[src/hdl/cttok_pkg.sv]
// Package for the command text tokenizer: token kinds, scanner modes,
// character codes and character-class helpers. No dependencies.
package cttok_pkg;

    // Longest token text kept, in characters
    localparam int MAX_TOKEN_CHARS_DEF = 8;
    localparam int TEXT_BYTES          = 8;

    // Result token kinds
    typedef enum logic [3:0] {
        KIND_CMD_START = 4'd0,
        KIND_CMD_END   = 4'd1,
        KIND_DOT       = 4'd2,
        KIND_COLON     = 4'd3,
        KIND_NUMBER    = 4'd4,
        KIND_HEX       = 4'd5,
        KIND_IDENT     = 4'd6,
        KIND_ERROR     = 4'd7,
        KIND_EOT       = 4'd8
    } token_kind_t;

    // Scanner modes
    typedef enum logic [2:0] {
        MODE_IDLE   = 3'd0,
        MODE_ZERO   = 3'd1,
        MODE_PREFIX = 3'd2,
        MODE_DEC    = 3'd3,
        MODE_HEX    = 3'd4,
        MODE_IDENT  = 3'd5
    } mode_t;

    // Character codes
    localparam logic [7:0] CH_NUL   = 8'h00;
    localparam logic [7:0] CH_TAB   = 8'h09;
    localparam logic [7:0] CH_LF    = 8'h0A;
    localparam logic [7:0] CH_CR    = 8'h0D;
    localparam logic [7:0] CH_SP    = 8'h20;
    localparam logic [7:0] CH_DOT   = 8'h2E;
    localparam logic [7:0] CH_ZERO  = 8'h30;
    localparam logic [7:0] CH_COLON = 8'h3A;
    localparam logic [7:0] CH_LT    = 8'h3C;
    localparam logic [7:0] CH_GT    = 8'h3E;
    localparam logic [7:0] CH_UPX   = 8'h58;
    localparam logic [7:0] CH_LOWX  = 8'h78;
    localparam logic [7:0] CH_UNDER = 8'h5F;

    function automatic logic is_digit(input logic [7:0] c);
        return (c >= 8'h30) && (c <= 8'h39);
    endfunction

    function automatic logic is_hex_letter(input logic [7:0] c);
        return ((c >= 8'h61) && (c <= 8'h66)) || ((c >= 8'h41) && (c <= 8'h46));
    endfunction

    function automatic logic is_name_start(input logic [7:0] c);
        return ((c >= 8'h61) && (c <= 8'h7A)) || ((c >= 8'h41) && (c <= 8'h5A))
            || (c == CH_UNDER);
    endfunction

    // Digit value of a decimal or hex character, zero for anything else
    function automatic logic [3:0] digit_value(input logic [7:0] c);
        logic [3:0] v;
        v = 4'd0;
        if ((c >= 8'h61) && (c <= 8'h66)) begin
            v = 4'(c - 8'h57);
        end
        else if ((c >= 8'h41) && (c <= 8'h46)) begin
            v = 4'(c - 8'h37);
        end
        else if (is_digit(c)) begin
            v = c[3:0];
        end
        return v;
    endfunction

endpackage

[src/hdl/cttok_char_if.sv]
// Character channel: one text character per beat.
// No dependencies.
interface cttok_char_if;
    logic       valid;
    logic       ready;
    logic [7:0] ch;

    modport source (output valid, output ch, input ready);
    modport sink   (input valid, input ch, output ready);
endinterface

[src/hdl/cttok_token_if.sv]
// Token channel: one result token per beat.
// Depends on cttok_pkg for the token kind type.
interface cttok_token_if;
    import cttok_pkg::*;

    logic        valid;
    logic        ready;
    token_kind_t token_kind;
    logic [31:0] value;
    logic [63:0] id_text;
    logic [3:0]  text_length;
    logic        last;

    modport source (output valid, output token_kind, output value, output id_text,
                    output text_length, output last, input ready);
    modport sink   (input valid, input token_kind, input value, input id_text,
                    input text_length, input last, output ready);
endinterface

[src/hdl/command_text_tokenizer_top.sv]
// Command text tokenizer: turns a character stream into tokens.
// Depends on cttok_pkg, cttok_char_if and cttok_token_if.
//
// Usage:
//   chars  : sink, one character per beat; a zero character ends the text.
//   tokens : source, one token per beat (kind, value, kept text, length,
//            and last marking the final token caused by a character).
//   A character is captured into an input register, classified by a single
//   level of logic against the scanner state, and its token lands in an
//   output register.
//   Throughput: one character per cycle while no token waits on a held
//   tokens channel. A character that closes a token and is a token itself
//   (also end of text right after a hex prefix) occupies the scan stage
//   once per token, and the next character waits meanwhile.
//   Stall: when tokens is held, the output register holds its beat and a
//   token-producing character waits in the input register; characters that
//   produce no token keep flowing while the output register is full.
//   Reset: scanner returns to idle with empty token text; both registers
//   are emptied.
module command_text_tokenizer_top #(
    parameter int MAX_TOKEN_CHARS = cttok_pkg::MAX_TOKEN_CHARS_DEF
) (
    input  logic          clk,
    input  logic          rst_n,
    cttok_char_if.sink    chars,
    cttok_token_if.source tokens
);
    import cttok_pkg::*;

    localparam logic [3:0] MAX_CNT = 4'(MAX_TOKEN_CHARS);

    // Input register
    logic       in_valid_reg;
    logic [7:0] ch_reg;

    // Scanner state
    mode_t       mode_reg, mode_next;
    logic [31:0] acc_reg, acc_next;
    logic [63:0] text_reg, text_next;
    logic [3:0]  cnt_reg, cnt_next;

    // Output register
    logic        out_valid_reg;
    token_kind_t kind_reg;
    logic [31:0] value_reg;
    logic [63:0] text_out_reg;
    logic [3:0]  len_reg;
    logic        last_reg;

    // Idle handling of the current character
    logic        idle_emit;
    token_kind_t idle_kind;
    mode_t       idle_mode;
    logic [31:0] idle_acc;
    logic [63:0] idle_text;
    logic [3:0]  idle_cnt;

    // Token state as seen by the scan (a pending leading zero already kept)
    logic [31:0] b_acc;
    logic [63:0] b_text;
    logic [3:0]  b_cnt;
    logic        k_ok;
    logic [63:0] k_text;
    logic [31:0] k_acc10, k_acc16, dv;

    // Scan stage results
    logic        st_emit;
    logic        st_consume;
    token_kind_t st_kind;
    logic [31:0] st_value;
    logic [63:0] st_text;
    logic [3:0]  st_len;
    logic        st_last;
    logic        do_finish;
    logic        fin_data;
    token_kind_t fin_kind;

    logic fire;
    logic in_ready;
    logic out_space;

    // Classify the character from a cleared token state
    always_comb
    begin
        idle_emit = 1'b0;
        idle_kind = KIND_ERROR;
        idle_mode = MODE_IDLE;
        idle_acc  = 32'd0;
        idle_text = 64'd0;
        idle_cnt  = 4'd0;
        case (ch_reg) inside
            CH_NUL:                      begin idle_emit = 1'b1; idle_kind = KIND_EOT; end
            CH_SP, CH_LF, CH_TAB, CH_CR: ;
            CH_LT:    begin idle_emit = 1'b1; idle_kind = KIND_CMD_START; end
            CH_GT:    begin idle_emit = 1'b1; idle_kind = KIND_CMD_END; end
            CH_DOT:   begin idle_emit = 1'b1; idle_kind = KIND_DOT; end
            CH_COLON: begin idle_emit = 1'b1; idle_kind = KIND_COLON; end
            CH_ZERO:  idle_mode = MODE_ZERO;
            default:
            begin
                if (is_digit(ch_reg))
                begin
                    idle_mode = MODE_DEC;
                    idle_acc  = {28'd0, digit_value(ch_reg)};
                    idle_text = {56'd0, ch_reg};
                    idle_cnt  = 4'd1;
                end
                else if (is_name_start(ch_reg))
                begin
                    idle_mode = MODE_IDENT;
                    idle_text = {56'd0, ch_reg};
                    idle_cnt  = 4'd1;
                end
                else
                begin
                    idle_emit = 1'b1;
                    idle_kind = KIND_ERROR;
                end
            end
        endcase
    end

    // Keep one more character onto the token
    always_comb
    begin
        if (mode_reg == MODE_ZERO)
        begin
            b_acc  = 32'd0;
            b_text = {56'd0, CH_ZERO};
            b_cnt  = 4'd1;
        end
        else
        begin
            b_acc  = acc_reg;
            b_text = text_reg;
            b_cnt  = cnt_reg;
        end
        k_ok   = (b_cnt < MAX_CNT);
        dv     = {28'd0, digit_value(ch_reg)};
        k_text = b_text;
        for (int i = 0; i < TEXT_BYTES; i++)
        begin
            if (b_cnt == 4'(i))
            begin
                k_text[8*i +: 8] = ch_reg;
            end
        end
        k_acc10 = (b_acc << 3) + (b_acc << 1) + dv;
        k_acc16 = (b_acc << 4) | dv;
    end

    // Scan stage: at most one token per cycle while the output has space, next scanner state
    always_comb
    begin
        st_emit    = 1'b0;
        st_consume = 1'b1;
        st_kind    = KIND_ERROR;
        st_value   = 32'd0;
        st_text    = 64'd0;
        st_len     = 4'd0;
        st_last    = 1'b1;
        do_finish  = 1'b0;
        fin_data   = 1'b1;
        fin_kind   = KIND_NUMBER;
        mode_next  = mode_reg;
        acc_next   = acc_reg;
        text_next  = text_reg;
        cnt_next   = cnt_reg;
        unique case (mode_reg)
            MODE_ZERO:
            begin
                if ((ch_reg == CH_LOWX) || (ch_reg == CH_UPX))
                begin
                    mode_next = MODE_PREFIX;
                end
                else if (is_digit(ch_reg))
                begin
                    mode_next = MODE_DEC;
                    acc_next  = k_ok ? k_acc10 : b_acc;
                    text_next = k_ok ? k_text : b_text;
                    cnt_next  = k_ok ? 4'(b_cnt + 4'd1) : b_cnt;
                end
                else
                begin
                    do_finish = 1'b1;
                    fin_kind  = KIND_NUMBER;
                end
            end
            MODE_PREFIX:
            begin
                if (ch_reg == CH_NUL)
                begin
                    do_finish = 1'b1;
                    fin_kind  = KIND_ERROR;
                    fin_data  = 1'b0;
                end
                else if (is_digit(ch_reg) || is_hex_letter(ch_reg))
                begin
                    mode_next = MODE_HEX;
                    acc_next  = k_ok ? k_acc16 : b_acc;
                    text_next = k_ok ? k_text : b_text;
                    cnt_next  = k_ok ? 4'(b_cnt + 4'd1) : b_cnt;
                end
                else if (is_name_start(ch_reg))
                begin
                    mode_next = MODE_IDENT;
                    text_next = k_ok ? k_text : b_text;
                    cnt_next  = k_ok ? 4'(b_cnt + 4'd1) : b_cnt;
                end
                else
                begin
                    // bad character after the prefix is swallowed by the error
                    st_emit   = 1'b1;
                    st_kind   = KIND_ERROR;
                    mode_next = MODE_IDLE;
                    acc_next  = 32'd0;
                    text_next = 64'd0;
                    cnt_next  = 4'd0;
                end
            end
            MODE_DEC:
            begin
                if (is_digit(ch_reg))
                begin
                    acc_next  = k_ok ? k_acc10 : b_acc;
                    text_next = k_ok ? k_text : b_text;
                    cnt_next  = k_ok ? 4'(b_cnt + 4'd1) : b_cnt;
                end
                else
                begin
                    do_finish = 1'b1;
                    fin_kind  = KIND_NUMBER;
                end
            end
            MODE_HEX:
            begin
                if (is_digit(ch_reg) || is_hex_letter(ch_reg))
                begin
                    acc_next  = k_ok ? k_acc16 : b_acc;
                    text_next = k_ok ? k_text : b_text;
                    cnt_next  = k_ok ? 4'(b_cnt + 4'd1) : b_cnt;
                end
                else
                begin
                    do_finish = 1'b1;
                    fin_kind  = KIND_HEX;
                end
            end
            MODE_IDENT:
            begin
                if (is_name_start(ch_reg) || is_digit(ch_reg))
                begin
                    text_next = k_ok ? k_text : b_text;
                    cnt_next  = k_ok ? 4'(b_cnt + 4'd1) : b_cnt;
                end
                else
                begin
                    do_finish = 1'b1;
                    fin_kind  = KIND_IDENT;
                end
            end
            default:
            begin
                st_emit   = idle_emit;
                st_kind   = idle_kind;
                mode_next = idle_mode;
                acc_next  = idle_acc;
                text_next = idle_text;
                cnt_next  = idle_cnt;
            end
        endcase

        // Close the open token; the closing character is scanned from idle, held in
        // the input register for a further scan if it gives a token of its own
        if (do_finish)
        begin
            st_emit = 1'b1;
            st_kind = fin_kind;
            if (fin_data)
            begin
                st_value = (fin_kind == KIND_IDENT) ? 32'd0 : b_acc;
                st_text  = b_text;
                st_len   = b_cnt;
            end
            if (idle_emit)
            begin
                st_consume = 1'b0;
                st_last    = 1'b0;
                mode_next  = MODE_IDLE;
                acc_next   = 32'd0;
                text_next  = 64'd0;
                cnt_next   = 4'd0;
            end
            else
            begin
                mode_next = idle_mode;
                acc_next  = idle_acc;
                text_next = idle_text;
                cnt_next  = idle_cnt;
            end
        end
    end

    // Handshake
    assign out_space    = !out_valid_reg || tokens.ready;
    assign fire         = in_valid_reg && (!st_emit || out_space);
    assign in_ready     = !in_valid_reg || (fire && st_consume);
    assign chars.ready  = in_ready;

    // Input register
    always_ff @(posedge clk or negedge rst_n)
    begin
        if (!rst_n)
        begin
            in_valid_reg <= 1'b0;
        end
        else if (chars.valid && in_ready)
        begin
            in_valid_reg <= 1'b1;
        end
        else if (fire && st_consume)
        begin
            in_valid_reg <= 1'b0;
        end
    end

    always_ff @(posedge clk)
    begin
        if (chars.valid && in_ready)
        begin
            ch_reg <= chars.ch;
        end
    end

    // Scanner state
    always_ff @(posedge clk or negedge rst_n)
    begin
        if (!rst_n)
        begin
            mode_reg <= MODE_IDLE;
            acc_reg  <= 32'd0;
            text_reg <= 64'd0;
            cnt_reg  <= 4'd0;
        end
        else if (fire)
        begin
            mode_reg <= mode_next;
            acc_reg  <= acc_next;
            text_reg <= text_next;
            cnt_reg  <= cnt_next;
        end
    end

    // Output register
    always_ff @(posedge clk or negedge rst_n)
    begin
        if (!rst_n)
        begin
            out_valid_reg <= 1'b0;
        end
        else if (fire && st_emit)
        begin
            out_valid_reg <= 1'b1;
        end
        else if (tokens.ready)
        begin
            out_valid_reg <= 1'b0;
        end
    end

    always_ff @(posedge clk)
    begin
        if (fire && st_emit)
        begin
            kind_reg     <= st_kind;
            value_reg    <= st_value;
            text_out_reg <= st_text;
            len_reg      <= st_len;
            last_reg     <= st_last;
        end
    end

    assign tokens.valid       = out_valid_reg;
    assign tokens.token_kind  = kind_reg;
    assign tokens.value       = value_reg;
    assign tokens.id_text     = text_out_reg;
    assign tokens.text_length = len_reg;
    assign tokens.last        = last_reg;

    // Checks
    a_cnt_bound: assert property (@(posedge clk) disable iff (!rst_n)
        cnt_reg <= MAX_CNT)
        else $error("kept count beyond token limit");

    a_idle_clear: assert property (@(posedge clk) disable iff (!rst_n)
        (mode_reg == MODE_IDLE) |-> (cnt_reg == 4'd0 && acc_reg == 32'd0
                                     && text_reg == 64'd0))
        else $error("idle scanner holds token state");

    a_zero_prefix_empty: assert property (@(posedge clk) disable iff (!rst_n)
        (mode_reg == MODE_ZERO || mode_reg == MODE_PREFIX) |-> (cnt_reg == 4'd0))
        else $error("text kept before leading zero is resolved");

    a_split_holds: assert property (@(posedge clk) disable iff (!rst_n)
        (fire && !st_consume) |=> (in_valid_reg && mode_reg == MODE_IDLE
                                   && $stable(ch_reg)))
        else $error("closing character lost after first token");

    a_split_not_last: assert property (@(posedge clk) disable iff (!rst_n)
        (fire && st_emit && !st_consume) |=> (out_valid_reg && !last_reg))
        else $error("first of two tokens marked last");

    a_plain_no_text: assert property (@(posedge clk) disable iff (!rst_n)
        (out_valid_reg && kind_reg != KIND_NUMBER && kind_reg != KIND_HEX
         && kind_reg != KIND_IDENT) |-> (len_reg == 4'd0 && text_out_reg == 64'd0
                                         && value_reg == 32'd0))
        else $error("token without text carries data");

endmodule
[src/flat_wrapper.sv]
// flat-port wrapper written by rule: the top's interface ports become plain ports
module command_text_tokenizer_top_flat import cttok_pkg::*;
#(
    parameter int MAX_TOKEN_CHARS = cttok_pkg::MAX_TOKEN_CHARS_DEF
)
  (clk, rst_n, chars_valid, chars_ch, chars_ready, tokens_valid, tokens_token_kind, tokens_value, tokens_id_text, tokens_text_length, tokens_last, tokens_ready);
  cttok_char_if chars_i ();
  cttok_token_if tokens_i ();
  input  logic clk;
  input  logic rst_n;
  input wire logic [$bits(chars_i.valid)-1:0] chars_valid;
  input wire logic [$bits(chars_i.ch)-1:0] chars_ch;
  output wire logic [$bits(chars_i.ready)-1:0] chars_ready;
  output wire logic [$bits(tokens_i.valid)-1:0] tokens_valid;
  output wire logic [$bits(tokens_i.token_kind)-1:0] tokens_token_kind;
  output wire logic [$bits(tokens_i.value)-1:0] tokens_value;
  output wire logic [$bits(tokens_i.id_text)-1:0] tokens_id_text;
  output wire logic [$bits(tokens_i.text_length)-1:0] tokens_text_length;
  output wire logic [$bits(tokens_i.last)-1:0] tokens_last;
  input wire logic [$bits(tokens_i.ready)-1:0] tokens_ready;
  assign chars_i.valid = chars_valid;
  assign chars_i.ch = chars_ch;
  assign chars_ready = chars_i.ready;
  assign tokens_valid = tokens_i.valid;
  assign tokens_token_kind = tokens_i.token_kind;
  assign tokens_value = tokens_i.value;
  assign tokens_id_text = tokens_i.id_text;
  assign tokens_text_length = tokens_i.text_length;
  assign tokens_last = tokens_i.last;
  assign tokens_i.ready = tokens_ready;
  command_text_tokenizer_top #(.MAX_TOKEN_CHARS(MAX_TOKEN_CHARS)) u_core (.clk(clk), .rst_n(rst_n), .chars(chars_i), .tokens(tokens_i));
endmodule
[config.mk]
export PLATFORM = sky130hd
export DESIGN_NAME = command_text_tokenizer_top_flat
export DESIGN_NICKNAME = d
export VERILOG_FILES = /design/src/hdl/cttok_pkg.sv /design/src/hdl/cttok_char_if.sv /design/src/hdl/cttok_token_if.sv /design/src/hdl/command_text_tokenizer_top.sv /design/src/flat_wrapper.sv
export SDC_FILE = /design/constraint.sdc
export NUM_CORES = 1
export LEC_CHECK = 0
export BUFFER_PORTS_ARGS = -buffer_cell sky130_fd_sc_hd__buf_2
export CAP_MARGIN = 20
export CORE_MARGIN = 1.5
export CORE_UTILIZATION = 25
export DETAILED_ROUTE_END_ITERATION = 12
export GPL_TIMING_DRIVEN = 0
export SLEW_MARGIN = 20
export SYNTH_ARGS = -nofsm -noshare
export SYNTH_HDL_FRONTEND = slang
export SYNTH_SLANG_ARGS = --single-unit
[constraint.sdc]
create_clock -name clk -period 7 [get_ports clk]
set_input_delay 2.1 -clock clk [delete_from_list [all_inputs] [get_ports clk]]
set_output_delay 2.1 -clock clk [all_outputs]
set_load 0.005 [all_outputs]
==> results of run 1 <==
power breakdown:
group          internal, uW  switching (uW)  leakage [uW]
Clock                   717             531      0.000385
Sequential             1860             180       0.00251
Combinational           937            1880       0.00322
worst max-delay path by stage:
stage                                end  slack (ps)  depth (start not counted)
6_report                     chars_ready         450                         11
5_1_grt                      chars_ready         170                         11
4_1_cts                      chars_ready         210                         12
3_5_place_dp                 chars_ready         810                         12
3_3_place_gp   u_core.tokens.id_text[55]       -1250                         12
2_1_floorplan   u_core.tokens.id_text[0]        1100                         12
cell usage after synthesis (16+ instances only):
cell type and instances:
inv_1 32, edfxtp_1 113, nand2_1 93, ha_1 67
nor2_1 71, o21ai_0 45, nor3_1 17, clkbuf_1 49
a21o_1 19, and2_1 103, a21oi_1 55, a32o_1 52
nand3_1 16, dfrtp_1 105
routing by layer:
layer	GRT usage	routed length (um)	vias to the layer above
met3	0.0223	1880	56
met1	0.187	15100	4530
li1	-	-	4377
met2	0.230	16000	273
met4	0.0365	778	0
met5	0	0	-
worst register-to-register path: stages (launching register included):
cell      delay [ps]
dfrtp_1          350
clkbuf_1         210
nor2b_1          200
nand2_1          280
clkbuf_1         470
clkbuf_1         470
clkbuf_1         440
and2_1           280
fa_1             490
fa_1             480
a21o_1           220
a221o_1          380
o211ai_1         340
a21oi_1          250
a2111o_1         430
a21oi_1          190
xor2_1           200
o32ai_1          100
a22o_1           220
final cells by class:
type | instances | area, um^2
fillers | 4784 | 32500
repair buffers | 123 | 704
flip-flops and latches | 218 | 6020
plain buffers | 61 | 270
clock buffers | 37 | 729
clock inverters | 7 | 47.5
multi-input cells | 774 | 5390
inverters | 32 | 120
well taps | 607 | 759
through the flow:
step / setup TNS, ps / power [uW] / area [um^2]
after floorplan: 0 / 3780 / 11800
after global placement: -130650 / 4830 / 13100
after detailed placement: 0 / 4890 / 13300
after CTS: 0 / 6170 / 14000
after global routing: 0 / 6540 / 14000
final: 0 / 6110 / 14000
logic make-up after synthesis:
group / after synthesis / share of synthesized area
AND/OR/NAND/NOR: 361 / 0.159
AO/OA/AOI/OAI: 313 / 0.199
flip-flops: 218 / 0.511
buffers and inverters: 93 / 0.0329
adder cells (fa/ha/maj): 69 / 0.0745
XOR/XNOR: 25 / 0.0186
multiplexers: 6 / 0.00509
==> impl_summary.txt, run 1 <==
----------------------------------------------------
[Outcome]
  Result of the run ... complete, no violations

[CTS]
  Number of resized instances in the post-cts repair step ... 0
  CTS H-tree depth ... 1
  Post-CTS Hold Fix Bufs ... 0
  Clock insertion delay at the later pin of the skew report ... 550 ps
  Clock-pin slew on the worst setup and hold paths ... 60 ps
  Maximum buffer depth of the clock tree ... 3
  TritonCTS sink count ... 218
  Number of buffers inserted by post-CTS setup repair ... 0
  CTS Buf Count ... 24
  Clock tree from TritonCTS ... built
  Root buffer cell ... clkbuf_16

[Logic synthesis]
  Cell taking the most area after synthesis ... edfxtp_1
  Nets in the synthesized netlist ... 1,166
  Register bit total from synthesis ... 218
  Yosys top cell area share ... 0.288
  Synth Area per Inst ... 10.9 um^2
  Netlist area before placement ... 11,800 um^2
  Number of enable-type register cells in the synthesized netlist ... 113
  Fraction of the yosys area taken by sequential cells ... 0.511
  Share of async-settable or async-resettable flops after synthesis ... 0.482
  Synth Flop Type ... edfxtp_1
  Number of standard cells after synthesis ... 1,085
  Unique cell type count in the Yosys netlist ... 80
  Cell types with the largest area share after synthesis ... edfxtp_1 29%, dfrtp_1 22%, ha_1 7.1%, and2_1 5.5%, a32o_1 4.4%
  Synth warn ... 0

[Route]
  Total iterations of the first detailed-routing run ... 5
  Total wire length ... 33,800 um
  Routed via count ... 9,236
  Drt drc ... 0
  Antenna Nets Post-Route ... 0
  1st-iter DRT viols ... 720
  Per-cell via count in the routed design ... 4.97
  Post-DR wirelength/cell ... 18.2 um

[Global routing]
  Total gr overflow ... 0
  Via count of the first global-routing pass ... 9,077
  Global-route wire length before repair ... 52,500 um
  GRT Total Usage ... 0.138
  Largest net degree at the start of global routing ... 64
  Antenna violations before repair ... 1

[Final layout]
  # diodes ... 0
  Proportion of layout cells with a drive suffix above 1 ... 0.156
  Non-filler instance count after layout ... 1,859
  Final Util ... 0.302
  Most common cell after layout, fill and taps aside ... buf_2
  Area growth from synthesis to layout ... 19.1%
  Final net count ... 1,315
  Most used cells in the layout excluding fill and tap cells ... 124 x buf_2, 113 x edfxtp_1, 105 x dfrtp_1, 103 x and2_1, 93 x nand2_1

[Die]
  Area of the die ... 48,500 um^2
  Number of placement rows ... 79
  Number of ports placed on the die boundary ... 119
  Die height ... 220 um
  Core footprint ... 46,600 um^2
  Effective utilization at floorplan ... 0.253
  Die width ... 220 um

[STA]
  Hold WS ... 476 ps
  Remaining max-slew budget at the tightest pin ... 0.322
  Worst-case clock skew ... 14.2 ps
  Peak Freq ... 153 MHz
  Tmin final ... 6550 ps
  Fin. max-slew vios ... 0
  Transition time of the tightest slew-check pin ... 1020 ps
  Fraction of the cycle the final worst path needs ... 0.936
  Fin. Hold Viols ... 0
  Unrepaired setup endpoints after global routing ... false
  Endpoints failing setup ... 0
  Worst setup slack after layout ... 446 ps

[Setup path]
  Kind of end point of the critical path ... output pin
  Worst-case register-to-register setup slack ... 900 ps
  Kind of critical path ... reg -> out
  Critical R2R Launch ... u_core.mode_reg[0]
  Data arrival time at the worst-slack endpoint ... 4450 ps
  Critical path required time ... 4900 ps
  Largest delay contributor family on the critical path ... compound AO/OA/AOI/OAI gates
  Critical-path top delay cell ... a2111oi_2
  Cells along the critical path ... clkbuf_2, inv_1, ha_1, o21bai_1, a2111oi_2, nor4_2, o21ai_1, buf_2, a31oi_1, o21ai_0, buf_2
  WP buf/inv ... 4
  Critical-path maximum fanout ... 10
  Critical path startpoint category ... flip-flop
  Most frequent CP cell ... buf_2
  Highest cell delay on the worst timing path ... 720 ps
  End of the worst register-to-register path ... u_core.acc_reg[30]
  Reg2Reg Depth ... 18
  Worst setup path start ... u_core.ch_reg[1]

[Power]
  Power density over cell area ... 435 nW/um^2
  Worst IR Drop VDD ... 0.228 mV
  Static leakage ... 0.00612 uW

[Place]
  DP Worst Slack ... 807 ps
  Total instance count after detailed placement ... 1,815
  IO Port Bufs ... 118
  Detailed placement HPWL ... 24,800 um
  Final weighted congestion of routability-driven global placement ... 0.880

[Min path]
  Critical hold path startpoint ... u_core.text_reg[47]
  Number of cells traversed by the worst hold path ... 1
  Tightest Hold Check Type ... reg -> reg
  End point of the most critical hold path ... u_core.text_reg[47]

[Job]
  Max-capacitance violation count ... 0

----------------------------------------------------
(Power assumes the default switching activity.)
==> run 2: changes to the inputs <==
Settings changed: ABC_AREA set to 1.
==> impl_summary.txt, run 2 <==
----------------------------------------------------
[Outcome]
  Result of the run ... complete, no violations

[Final layout]
  # diodes ... 0
  Area of the multi-input gates ... 6680 um^2
  Non-filler instance count after layout ... 2,707
  Final-layout fill cell count ... 5,747
  Area growth from synthesis to layout ... 17.2%
  Most common cell after layout, fill and taps aside ... nand2_1
  Most used cells in the layout excluding fill and tap cells ... 600 x nand2_1, 246 x nor2_1, 160 x inv_1, 149 x buf_2, 125 x o21ai_0
  Post-route cell area ... 16,200 um^2
  FF+latch area ... 6020 um^2
  Proportion of layout cells with a drive suffix above 1 ... 0.123
  Final net count ... 2,073

[Logic synthesis]
  Fraction of the yosys area taken by sequential cells ... 0.437
  Synth Area per Inst ... 7.47 um^2
  Main combinational cell family by area after synthesis ... simple AND/OR/NAND/NOR gates
  Synth warn ... 0
  Post-synthesis simple-gate area fraction ... 0.295
  Mux share of post-synthesis cell area ... 0
  Unique cell type count in the Yosys netlist ... 50
  Cell types with the largest area share after synthesis ... edfxtp_1 25%, dfrtp_1 19%, nand2_1 16%, nor2_1 6.7%, ha_1 6.1%
  Register bit total from synthesis ... 218
  Yosys top cell area share ... 0.246
  Post-synthesis xor/xnor area fraction ... 0.00953
  Share of the synthesized area in compound gates (AO/OA/AOI/OAI) ... 0.115
  Post-synthesis share of cell area spent on full adders, half adders and majority gates ... 0.0637
  Number of standard cells after synthesis ... 1,845
  Top cell types by occurrence after synthesis ... 600 x nand2_1, 246 x nor2_1, 161 x inv_1
  Share of async-settable or async-resettable flops after synthesis ... 0.482
  Most numerous cell in the Yosys netlist ... nand2_1
  Number of enable-type register cells in the synthesized netlist ... 113
  Nets in the synthesized netlist ... 1,926
  Synth Flop Type ... edfxtp_1
  Netlist area before placement ... 13,800 um^2
  Cell taking the most area after synthesis ... edfxtp_1

[CTS]
  Root buffer cell ... clkbuf_16
  Number of resized instances in the post-cts repair step ... 0
  Number of buffers inserted by post-CTS setup repair ... 0
  TritonCTS sink count ... 218
  Clock insertion delay at the later pin of the skew report ... 580 ps
  Post-CTS Hold Fix Bufs ... 0
  Clock tree from TritonCTS ... built
  CTS H-tree depth ... 1
  CTS Buf Count ... 25
  Clock-pin slew on the worst setup and hold paths ... 70 ps
  Maximum buffer depth of the clock tree ... 3

[Setup path]
  Critical-path top delay cell ... edfxtp_1
  Critical path startpoint category ... flip-flop
  Critical-path maximum fanout ... 10
  Worst-case register-to-register setup slack ... 1790 ps
  Cells along the critical path ... buf_2, inv_1, ha_1, nand3_1, nand3_2, nand2_2, inv_2, nand2_2, nand2_1, nor2_2, nand2_2, nand2_4, nand3_2, a21oi_1, nand2_1, nand2_1, buf_2
  Largest delay contributor family on the critical path ... simple AND/OR/NAND/NOR gates
  Kind of end point of the critical path ... output pin
  Worst setup path start ... u_core.ch_reg[0]
  Reg2Reg Depth ... 24
  Data arrival time at the worst-slack endpoint ... 3590 ps
  Critical path required time ... 4900 ps
  End of the worst register-to-register path ... u_core.acc_reg[30]
  WP buf/inv ... 4
  Highest cell delay on the worst timing path ... 440 ps
  Critical R2R Launch ... u_core.mode_reg[0]
  Kind of critical path ... reg -> out

[STA]
  Setup TNS ... 0 ps
  Unrepaired setup endpoints after global routing ... false
  Fin. max-slew vios ... 0
  Fin. Hold Viols ... 0
  Endpoints failing setup ... 0
  Fraction of the cycle the final worst path needs ... 0.813
  Tmin final ... 5690 ps
  Transition time of the tightest slew-check pin ... 995 ps
  Remaining max-slew budget at the tightest pin ... 0.337
  Worst-case clock skew ... 29.6 ps
  Peak Freq ... 176 MHz

[Place]
  Detailed placement HPWL ... 33,400 um
  Final weighted congestion of routability-driven global placement ... 0.925
  IO Port Bufs ... 118
  Instance area after placement ... 15,300 um^2
  Total instance count after detailed placement ... 2,661

[Power]
  Worst IR Drop VDD ... 0.273 mV
  Power density over cell area ... 413 nW/um^2
  Static leakage ... 0.00781 uW
  Final total power ... 6670 uW

[Min path]
  Critical hold path startpoint ... u_core.text_reg[55]
  End point of the most critical hold path ... u_core.text_reg[55]
  Number of cells traversed by the worst hold path ... 2
  Tightest Hold Check Type ... reg -> reg

[Route]
  Total wire length ... 44,500 um
  1st-iter DRT viols ... 1,162
  Total iterations of the first detailed-routing run ... 6
  Drt drc ... 0
  Per-cell via count in the routed design ... 4.80
  Post-DR wirelength/cell ... 16.4 um
  Routed via count ... 13,000
  Antenna Nets Post-Route ... 0

[Die]
  Number of placement rows ... 85
  Number of ports placed on the die boundary ... 119
  Core footprint ... 54,100 um^2
  Area of the die ... 56,600 um^2
  Die height ... 238 um
  Effective utilization at floorplan ... 0.255
  Die width ... 238 um

[Global routing]
  Largest net degree at the start of global routing ... 81
  GRT Total Usage ... 0.156
  Antenna violations before repair ... 0
  Via count of the first global-routing pass ... 12,600
  Global-route wire length before repair ... 70,300 um
  Total gr overflow ... 0

[Job]
  Max-capacitance violation count ... 0

----------------------------------------------------
==> run 2: report_power, final <==
part	switching, uW	internal [uW]
clock network	589	763
registers	201	1950
logic	2250	920
==> run 2: kinds of logic after synthesis <==
| family | Yosys count |
|---|---|
| adders and majority gates | 69 |
| xor gates and xnor gates | 15 |
| and+or+nand+nor | 997 |
| AOI/OAI and AO/OA | 283 |
| buffers and inverters | 263 |
| DFF | 218 |
==> run 2: through the flow <==
stage,worst slack (ps),hold slack (ps),utilization
floorplan,1960,449,-
global placement,671,461,0.282
detailed placement,1880,465,0.283
CTS,1290,482,0.299
global route,1050,497,0.299
finish,1310,478,0.299
==> run 2: how the worst max path moves through the flow <==
stage                                           end  slack (ps)  cells past startpoint
after floorplan            u_core.tokens.id_text[0]        1960                      4
after global placement    u_core.tokens.id_text[10]         670                     16
after detailed placement         u_core.acc_reg[30]        1880                     24
after CTS                               chars_ready        1290                     17
after global routing                    chars_ready        1050                     17
final                                   chars_ready        1310                     17
==> run 2: final cells by class <==
class                           instances  area share
Multi-Input combinational cell       1364       0.413
Clock inverter                         17      0.0111
Buffer                                 88      0.0269
Sequential cell                       218       0.373
Tap cell                              696      0.0539
Inverter                              175      0.0411
Clock buffer                           29      0.0409
Timing Repair Buffer                  120      0.0403
==> run 2: layer usage <==
| metal | share of wire | vias up | wire length [um] | GRT usage |
|---|---|---|---|---|
| li1 | - | 6320 | - | - |
| met1 | 0.45 | 6117 | 19900 | 0.207 |
| met2 | 0.47 | 473 | 20800 | 0.262 |
| met3 | 0.062 | 72 | 2750 | 0.0238 |
| met4 | 0.025 | 0 | 1100 | 0.0427 |
| met5 | 0 | - | 0 | 0 |
==> run 2: worst register-to-register path: stages (launching register included) <==
cell and delay (ps):
dfrtp_1 430, inv_2 80, nor2_1 50, nand2_1 490, clkbuf_1 550, clkbuf_1 520, nand2_1 220, inv_1 160
fa_1 480, fa_1 560, inv_1 80, o21ai_0 220, nand2_1 120, nand2_1 130, nand2_1 110, nand2_1 80
nand2_1 140, nand2_1 70, nand2_1 70, nand3_1 160, nand2_1 130, nand2_1 50, a21oi_1 130, nand2_1 60
nand2_1 70
